--- config.mk ---
export PLATFORM = sky130hd
export DESIGN_NAME = bsr_seq
export DESIGN_NICKNAME = d
export VERILOG_FILES = /design/src/bsr_pkg.sv /design/src/bsr_seq.sv
export SDC_FILE = /design/constraint.sdc
export NUM_CORES = 1
export LEC_CHECK = 0
export BUFFER_PORTS_ARGS = -buffer_cell sky130_fd_sc_hd__buf_2
export CAP_MARGIN = 30
export CORE_AREA = 2 2 39 41
export DETAILED_ROUTE_END_ITERATION = 8
export DIE_AREA = 0 0 41 43
export GPL_TIMING_DRIVEN = 1
export PLACE_DENSITY = 0.39
export SETUP_SLACK_MARGIN = 0.1
export SLEW_MARGIN = 20
export SYNTH_ARGS = -nofsm -noshare
export SYNTH_HDL_FRONTEND = slang
export SYNTH_SLANG_ARGS = --single-unit
--- constraint.sdc ---
create_clock -name clk -period 3 [get_ports clk]
set_input_delay 0.9 -clock clk [delete_from_list [all_inputs] [get_ports clk]]
set_output_delay 0.9 -clock clk [all_outputs]
set_load 0.01 [all_outputs]
--- src/bsr_pkg.sv ---
// bsr_pkg: shared types and constants for the msb-first bitstream reader
// no dependencies; imported by the sequencer and the top level
`timescale 1ns / 1ps
`default_nettype none

package bsr_pkg;

  localparam int unsigned DEFAULT_BUFFER_BYTES = 4096;
  localparam int unsigned WORD_BITS  = 32;
  localparam int unsigned BYTE_BITS  = 8;
  localparam int unsigned FILL_BYTES = 4;
  localparam int unsigned COUNT_W    = 16;
  localparam int unsigned SHIFT_W    = 6;   // holds 0..32
  localparam int unsigned FILL_W     = 3;   // holds 0..4

  typedef enum logic [2:0] {
    ACT_START  = 3'd0,
    ACT_APPEND = 3'd1,
    ACT_GET    = 3'd2,
    ACT_SKIP   = 3'd3,
    ACT_PUT    = 3'd4
  } action_t;

  // datapath operation selected by the current microcode step
  typedef enum logic [3:0] {
    UOP_DISPATCH = 4'b0001,
    UOP_CONSUME  = 4'b0010,
    UOP_REFILL   = 4'b0100,
    UOP_EMIT     = 4'b1000
  } uop_t;

  // status flags from the datapath that the sequencer branches on
  typedef struct packed {
    logic go_consume;
    logic accept;
    logic finish;
    logic need_refill;
    logic fill_done;
    logic out_free;
  } cond_t;

endpackage

`default_nettype wire

--- src/bsr_seq.sv ---
// bsr_seq: microcode sequencer, step register plus control rom with two-way jumps
// depends on bsr_pkg
`timescale 1ns / 1ps
`default_nettype none

module bsr_seq (
  input  wire logic          clk,
  input  wire logic          rst,
  input  wire bsr_pkg::cond_t cond,
  output bsr_pkg::uop_t      uop
);
  import bsr_pkg::*;

  typedef logic [1:0] step_t;

  localparam step_t STEP_IDLE    = 2'd0;
  localparam step_t STEP_CONSUME = 2'd1;
  localparam step_t STEP_REFILL  = 2'd2;
  localparam step_t STEP_EMIT    = 2'd3;

  typedef enum logic [2:0] {
    COND_NEVER,
    COND_GO_CONSUME,
    COND_ACCEPT,
    COND_FINISH,
    COND_NEED_REFILL,
    COND_FILL_DONE,
    COND_OUT_FREE
  } cond_sel_t;

  typedef struct packed {
    uop_t      op;
    cond_sel_t cond_a;
    step_t     target_a;
    cond_sel_t cond_b;
    step_t     target_b;
    step_t     fall;
  } ctrl_word_t;

  // the program
  function automatic ctrl_word_t ucode_rom(input step_t s);
    ctrl_word_t w;
    unique case (s)
      STEP_IDLE:    w = '{UOP_DISPATCH, COND_GO_CONSUME, STEP_CONSUME,
                          COND_ACCEPT, STEP_EMIT, STEP_IDLE};
      STEP_CONSUME: w = '{UOP_CONSUME, COND_FINISH, STEP_EMIT,
                          COND_NEED_REFILL, STEP_REFILL, STEP_CONSUME};
      STEP_REFILL:  w = '{UOP_REFILL, COND_FILL_DONE, STEP_CONSUME,
                          COND_NEVER, STEP_REFILL, STEP_REFILL};
      STEP_EMIT:    w = '{UOP_EMIT, COND_OUT_FREE, STEP_IDLE,
                          COND_NEVER, STEP_EMIT, STEP_EMIT};
    endcase
    return w;
  endfunction

  function automatic logic cond_hit(input cond_sel_t sel, input cond_t c);
    logic hit;
    unique case (sel)
      COND_NEVER:       hit = 1'b0;
      COND_GO_CONSUME:  hit = c.go_consume;
      COND_ACCEPT:      hit = c.accept;
      COND_FINISH:      hit = c.finish;
      COND_NEED_REFILL: hit = c.need_refill;
      COND_FILL_DONE:   hit = c.fill_done;
      COND_OUT_FREE:    hit = c.out_free;
      default:          hit = 1'b0;
    endcase
    return hit;
  endfunction

  step_t      step;
  step_t      step_next;
  ctrl_word_t cw;

  assign cw  = ucode_rom(step);
  assign uop = cw.op;

  always_comb begin
    priority if (cond_hit(cw.cond_a, cond)) begin
      step_next = cw.target_a;
    end else if (cond_hit(cw.cond_b, cond)) begin
      step_next = cw.target_b;
    end else begin
      step_next = cw.fall;
    end
  end

  always_ff @(posedge clk) begin
    if (rst) begin
      step <= STEP_IDLE;
    end else begin
      step <= step_next;
    end
  end

endmodule

`default_nettype wire

Yosys cells after proc, flatten, opt, wreduce, memory -nomap -nowiden
Index checks and enable logic that the tools add are counted.
{ "totals": {"reg_bits": 2, "inputBits": 8, "out_inout_bits": 4, "word_cells": 23} }
{ "classes": {"n_eq_ne": 15, "muxes": 6, "reduce_logical": 1} }
{ "ops": {"columns": ["operator", "n"], "rows": [
  ["$pmux 16 s4", 1],
  ["$eq 3x3->1 const B", 6],
  ["$eq 3x2->1 const B", 4],
  ["$pmux 1 s6", 2],
  ["$eq 3x1->1 const B", 2],
  ["$eq 2x2->1 const B", 2],
  ["$mux 2", 2],
  ["$eq 2x1->1 const B", 1],
  ["$logic_not 2->1", 1],
  ["$mux 1", 1]
]} }

Depth between registers and ports, before layout
{ "depth": {"depth_word": 7, "mapped_depth": 6, "mapped_depth_nobuf": 6} }

Worst setup path before layout
No wires, ideal clock.
{ "synth_timing": {"kind": "input to register", "start": "input port cond[3] (netlist bit)", "end": "register step[0]", "setup_ns": 0.120, "arrival_time_ns": 1.650, "required_ns": 2.880, "path_slack_ns": 1.230, "cell_stages": 3, "n_path_buf": 0, "path_cell_list": "a222oi_1 o21ai_1 o31a_1"} }
{ "synth_via": {"elab_chain_cells": 4, "elab_cells_between_ends": 5, "cone_classes": "mux: 5"} }
{ "synth_lines": {"columns": ["element", "line_no", "source"], "rows": [
  ["start, declared", "bsr_seq.sv:9", "input wire bsr_pkg::cond_t cond,"],
  ["$pmux 1 s6", "bsr_seq.sv:58", "unique case (sel)"],
  ["$mux 1", "bsr_seq.sv:79", "priority if (cond_hit(cw.cond_a, cond)) begin"],
  ["$mux 2", "bsr_seq.sv:81", "end else if (cond_hit(cw.cond_b, cond)) begin"],
  ["$mux 2 (*)", "bsr_seq.sv:79", null],
  ["end signal, assigned", "bsr_seq.sv:92", "step <= step_next;"],
  ["end, declared", "bsr_seq.sv:71", "step_t step;"]
]} }
Every way passes the cells marked *; elsewhere a longest branch is shown, timed or not. The select of a mux whose other input is x is not followed.
A chain may end at the register's enable or synchronous reset.

Worst setup path after layout
{ "layout_timing": {"start": "register step[0]", "end": "output port uop[0]"} }
{ "layout_via": {"elab_chain_cells": 2, "elab_cells_between_ends": 5, "cone_classes": "eq/ne: 3; mux: 1; reduce/logical: 1"} }
{ "layout_lines": {"columns": ["element", "line_no", "source"], "rows": [
  ["$eq 2x2->1, or another cell as far along", "bsr_seq.sv:43", "unique case (s)"],
  ["$pmux 16 s4 (*)", "bsr_seq.sv:43", null],
  ["end, declared", "bsr_seq.sv:10", "output bsr_pkg::uop_t uop"]
]} }
Marks and branches as above.

==> run metrics <==
status=finished, final reports clean; PortBufs=11; first-pass GRT wire length=814 µm; GR Util All Layers=0.0701; # IOs=12; VDD IR-drop max=0.216 mV; Hold-fix buffers, CTS=0; fin crit share=0.697; vias in the first global route=233; 1st-iter DRT viols=4; Final Skew=0.00131 ns; worst setup path class=register to primary output; Avg Inst Size Synth=8.57 µm²; vias post-DR=243; layout cell share with drive strength beyond 1=0.341; R2R Path Start=step[0]; slew margin rel.=0.786; slew at the pin closest to its max-slew limit=0.321 ns; Die ar.=0.00176 mm²; commonest cells after routing, fill and taps aside=buf_2 (11), ha_1 (7), inv_1 (3), clkbuf_4 (3); Final nets=58; final slew viol count=0; diodes inserted=0; Power Dens Cells=930 mW/mm²; vias per cell=4.26; Tmin final=2.09 ns; Final ANT Viol Nets=0; Final GP Congestion=0.621; Worst Setup SP=step[0]; Area Overhead vs Synth=42.2%; antenna violations before repair=0; simple-gate share of the synthesized area=0.200; # fillers=164; Req. time, crit path=2.10 ns; Mapped Cells=27; pre-CTS setup slack=1.04 ns; CTS tree=built; Setup crit end kind=primary output; CP max stage cell=dfxtp_1; synth warn=0; Root Driver=clkbuf_4; Die X=41 µm; Overflow after GRT=0; Hold Path Origin=step[1]; largest family of logic cells by synthesized area=adder cells; synth top area cells=ha_1 (38%), dfxtp_1 (17%), inv_1 (4.9%); post-synthesis compound-gate area fraction=0.200; register-to-register setup slack=1.24 ns; CP max stage delay=0.41 ns; Yosys reg bits=2; Critical Path Source Type=register; CORE AREA=0.00138 mm²; Reg with most FFs=step; Max Freq=478 MHz; crit path DAT=1.19 ns; Sink Count=2; leading area contributor after synthesis=ha_1; Post-Route WL=540 µm; sequential share of power=0.190; Starting Density=0.167; TritonCTS Buffers=3; WL/cell=9.47 µm; CP max FO=6; mux cell area share after synthesis=0; Die Y=43 µm; largest net degree at the start of global routing=7; Cell Chain, Critical Path=inv_1 > ha_1 > buf_2; clk buf depth=2; max-cap violations=0; htree depth=1; Largest register FFs=2; Power Total=0.306 mW; power share of the clock group=0.189; Post-Route Setup TNS=0 ns; RSZ-0062 raised after global routing=no; Adder-Cell Fraction of Synth Area=0.378; worst min path class=register to register; most common cell after layout, fill and taps aside=buf_2; Seq/Total Area, Yosys=0.173; Mapped Nets=42; Post-CTS Setup Inserts=0; Clock Latency Late Sink=0.22 ns; reg2reg end=step[0]; Residual DRC=0; final worst slack=0.910 ns; Fin. Hold Viols=0; # rows=14; WHS Endpoint=step[1]; # resized after CTS=0; Synth cell types=15; Hold Path Depth=3; Comb pwr share=0.621; Cell Int Power=0.171 mW; Clock Pin Slew Worst Setup and Hold Paths=0.03 ns; worst-case reg-to-reg path depth=5; sw frac=0.440; Pre-antenna DRT Iters=4; Largest regs=step (2); XOR/XNOR Fraction of Synth Area=0; Yosys top cell area share=0.378; Leakage=0.165 nW; Switch Pwr=0.135 mW; Post-Synthesis Cell Area=231 µm²; final setup violating endpoints=0
## kinds of logic after synthesis
logic type                 Yosys count
and+or+nand+nor                      8
AOI/OAI and AO/OA                    7
adders and majority gates            7
buffers and inverters                3
DFF                                  2
## routing by layer
layer | routed length [µm] | share of wire | up-vias | global-route usage
met1 | 228 | 0.42 | 105 | 0.0639
met3 | 76 | 0.14 | 0 | 0.0314
met4 | 0 | 0 | 0 | 0.0400
met2 | 236 | 0.44 | 12 | 0.119
li1 | - | - | 126 | -
met5 | 0 | 0 | - | 0
## Yosys cell counts
cell type  number
ha_1            7
inv_1           3
dfxtp_1         2
nand3_1         2
nor3_1          2
o21ai_0         2
a21oi_1         1
a222oi_1        1
nand2_1         1
nor2b_1         1
nor3b_1         1
nor4b_1         1
o211ai_1        1
o21ai_1         1
o31a_1          1
## worst max-delay path by stage
stage                     endpoint  slack [ns]  cells after the start
after floorplan            step[0]        1.23                      3
after global placement     step[0]        1.07                      4
after detailed placement   step[0]        1.04                      4
after CTS                   uop[0]        0.89                      3
after global routing        uop[0]        0.84                      3
final                       uop[0]        0.91                      3
## power groups by stage
stage | logic [mW] | registers [mW] | clock network [mW]
floorplan | 0.140 | 0.0538 | 0
global placement | 0.195 | 0.0587 | 0
detailed placement | 0.192 | 0.0592 | 0
CTS | 0.193 | 0.0587 | 0.0619
global route | 0.215 | 0.0617 | 0.0637
finish | 0.190 | 0.0581 | 0.0578
## metrics by stage
step / utilization / std cells / hold slack (ns) / area, µm²
floorplan: - / 27 / 0.793 / 231
global placement: 0.222 / 54 / 0.873 / 307
detailed placement: 0.222 / 54 / 0.863 / 307
CTS: 0.238 / 57 / 0.870 / 329
global route: 0.238 / 57 / 0.892 / 329
finish: 0.238 / 57 / 0.857 / 329
## cell type report
type,instances,area (µm²),area share
clock buffer,3,22.5,0.0684
inverter,3,11.3,0.0342
tap,16,20.0,0.0608
timing repair buffer,11,55.1,0.167
multi-input combinational,22,180,0.548
sequential,2,40.0,0.122
## critical path, delay by kind of cell, from the launching register on
kind / cells / cell delay (ns)
buf+inv: 2 / 0.28
fa+ha+maj: 1 / 0.28
flops: 1 / 0.41
No activity file was read; power rests on OpenSTA's default activity.
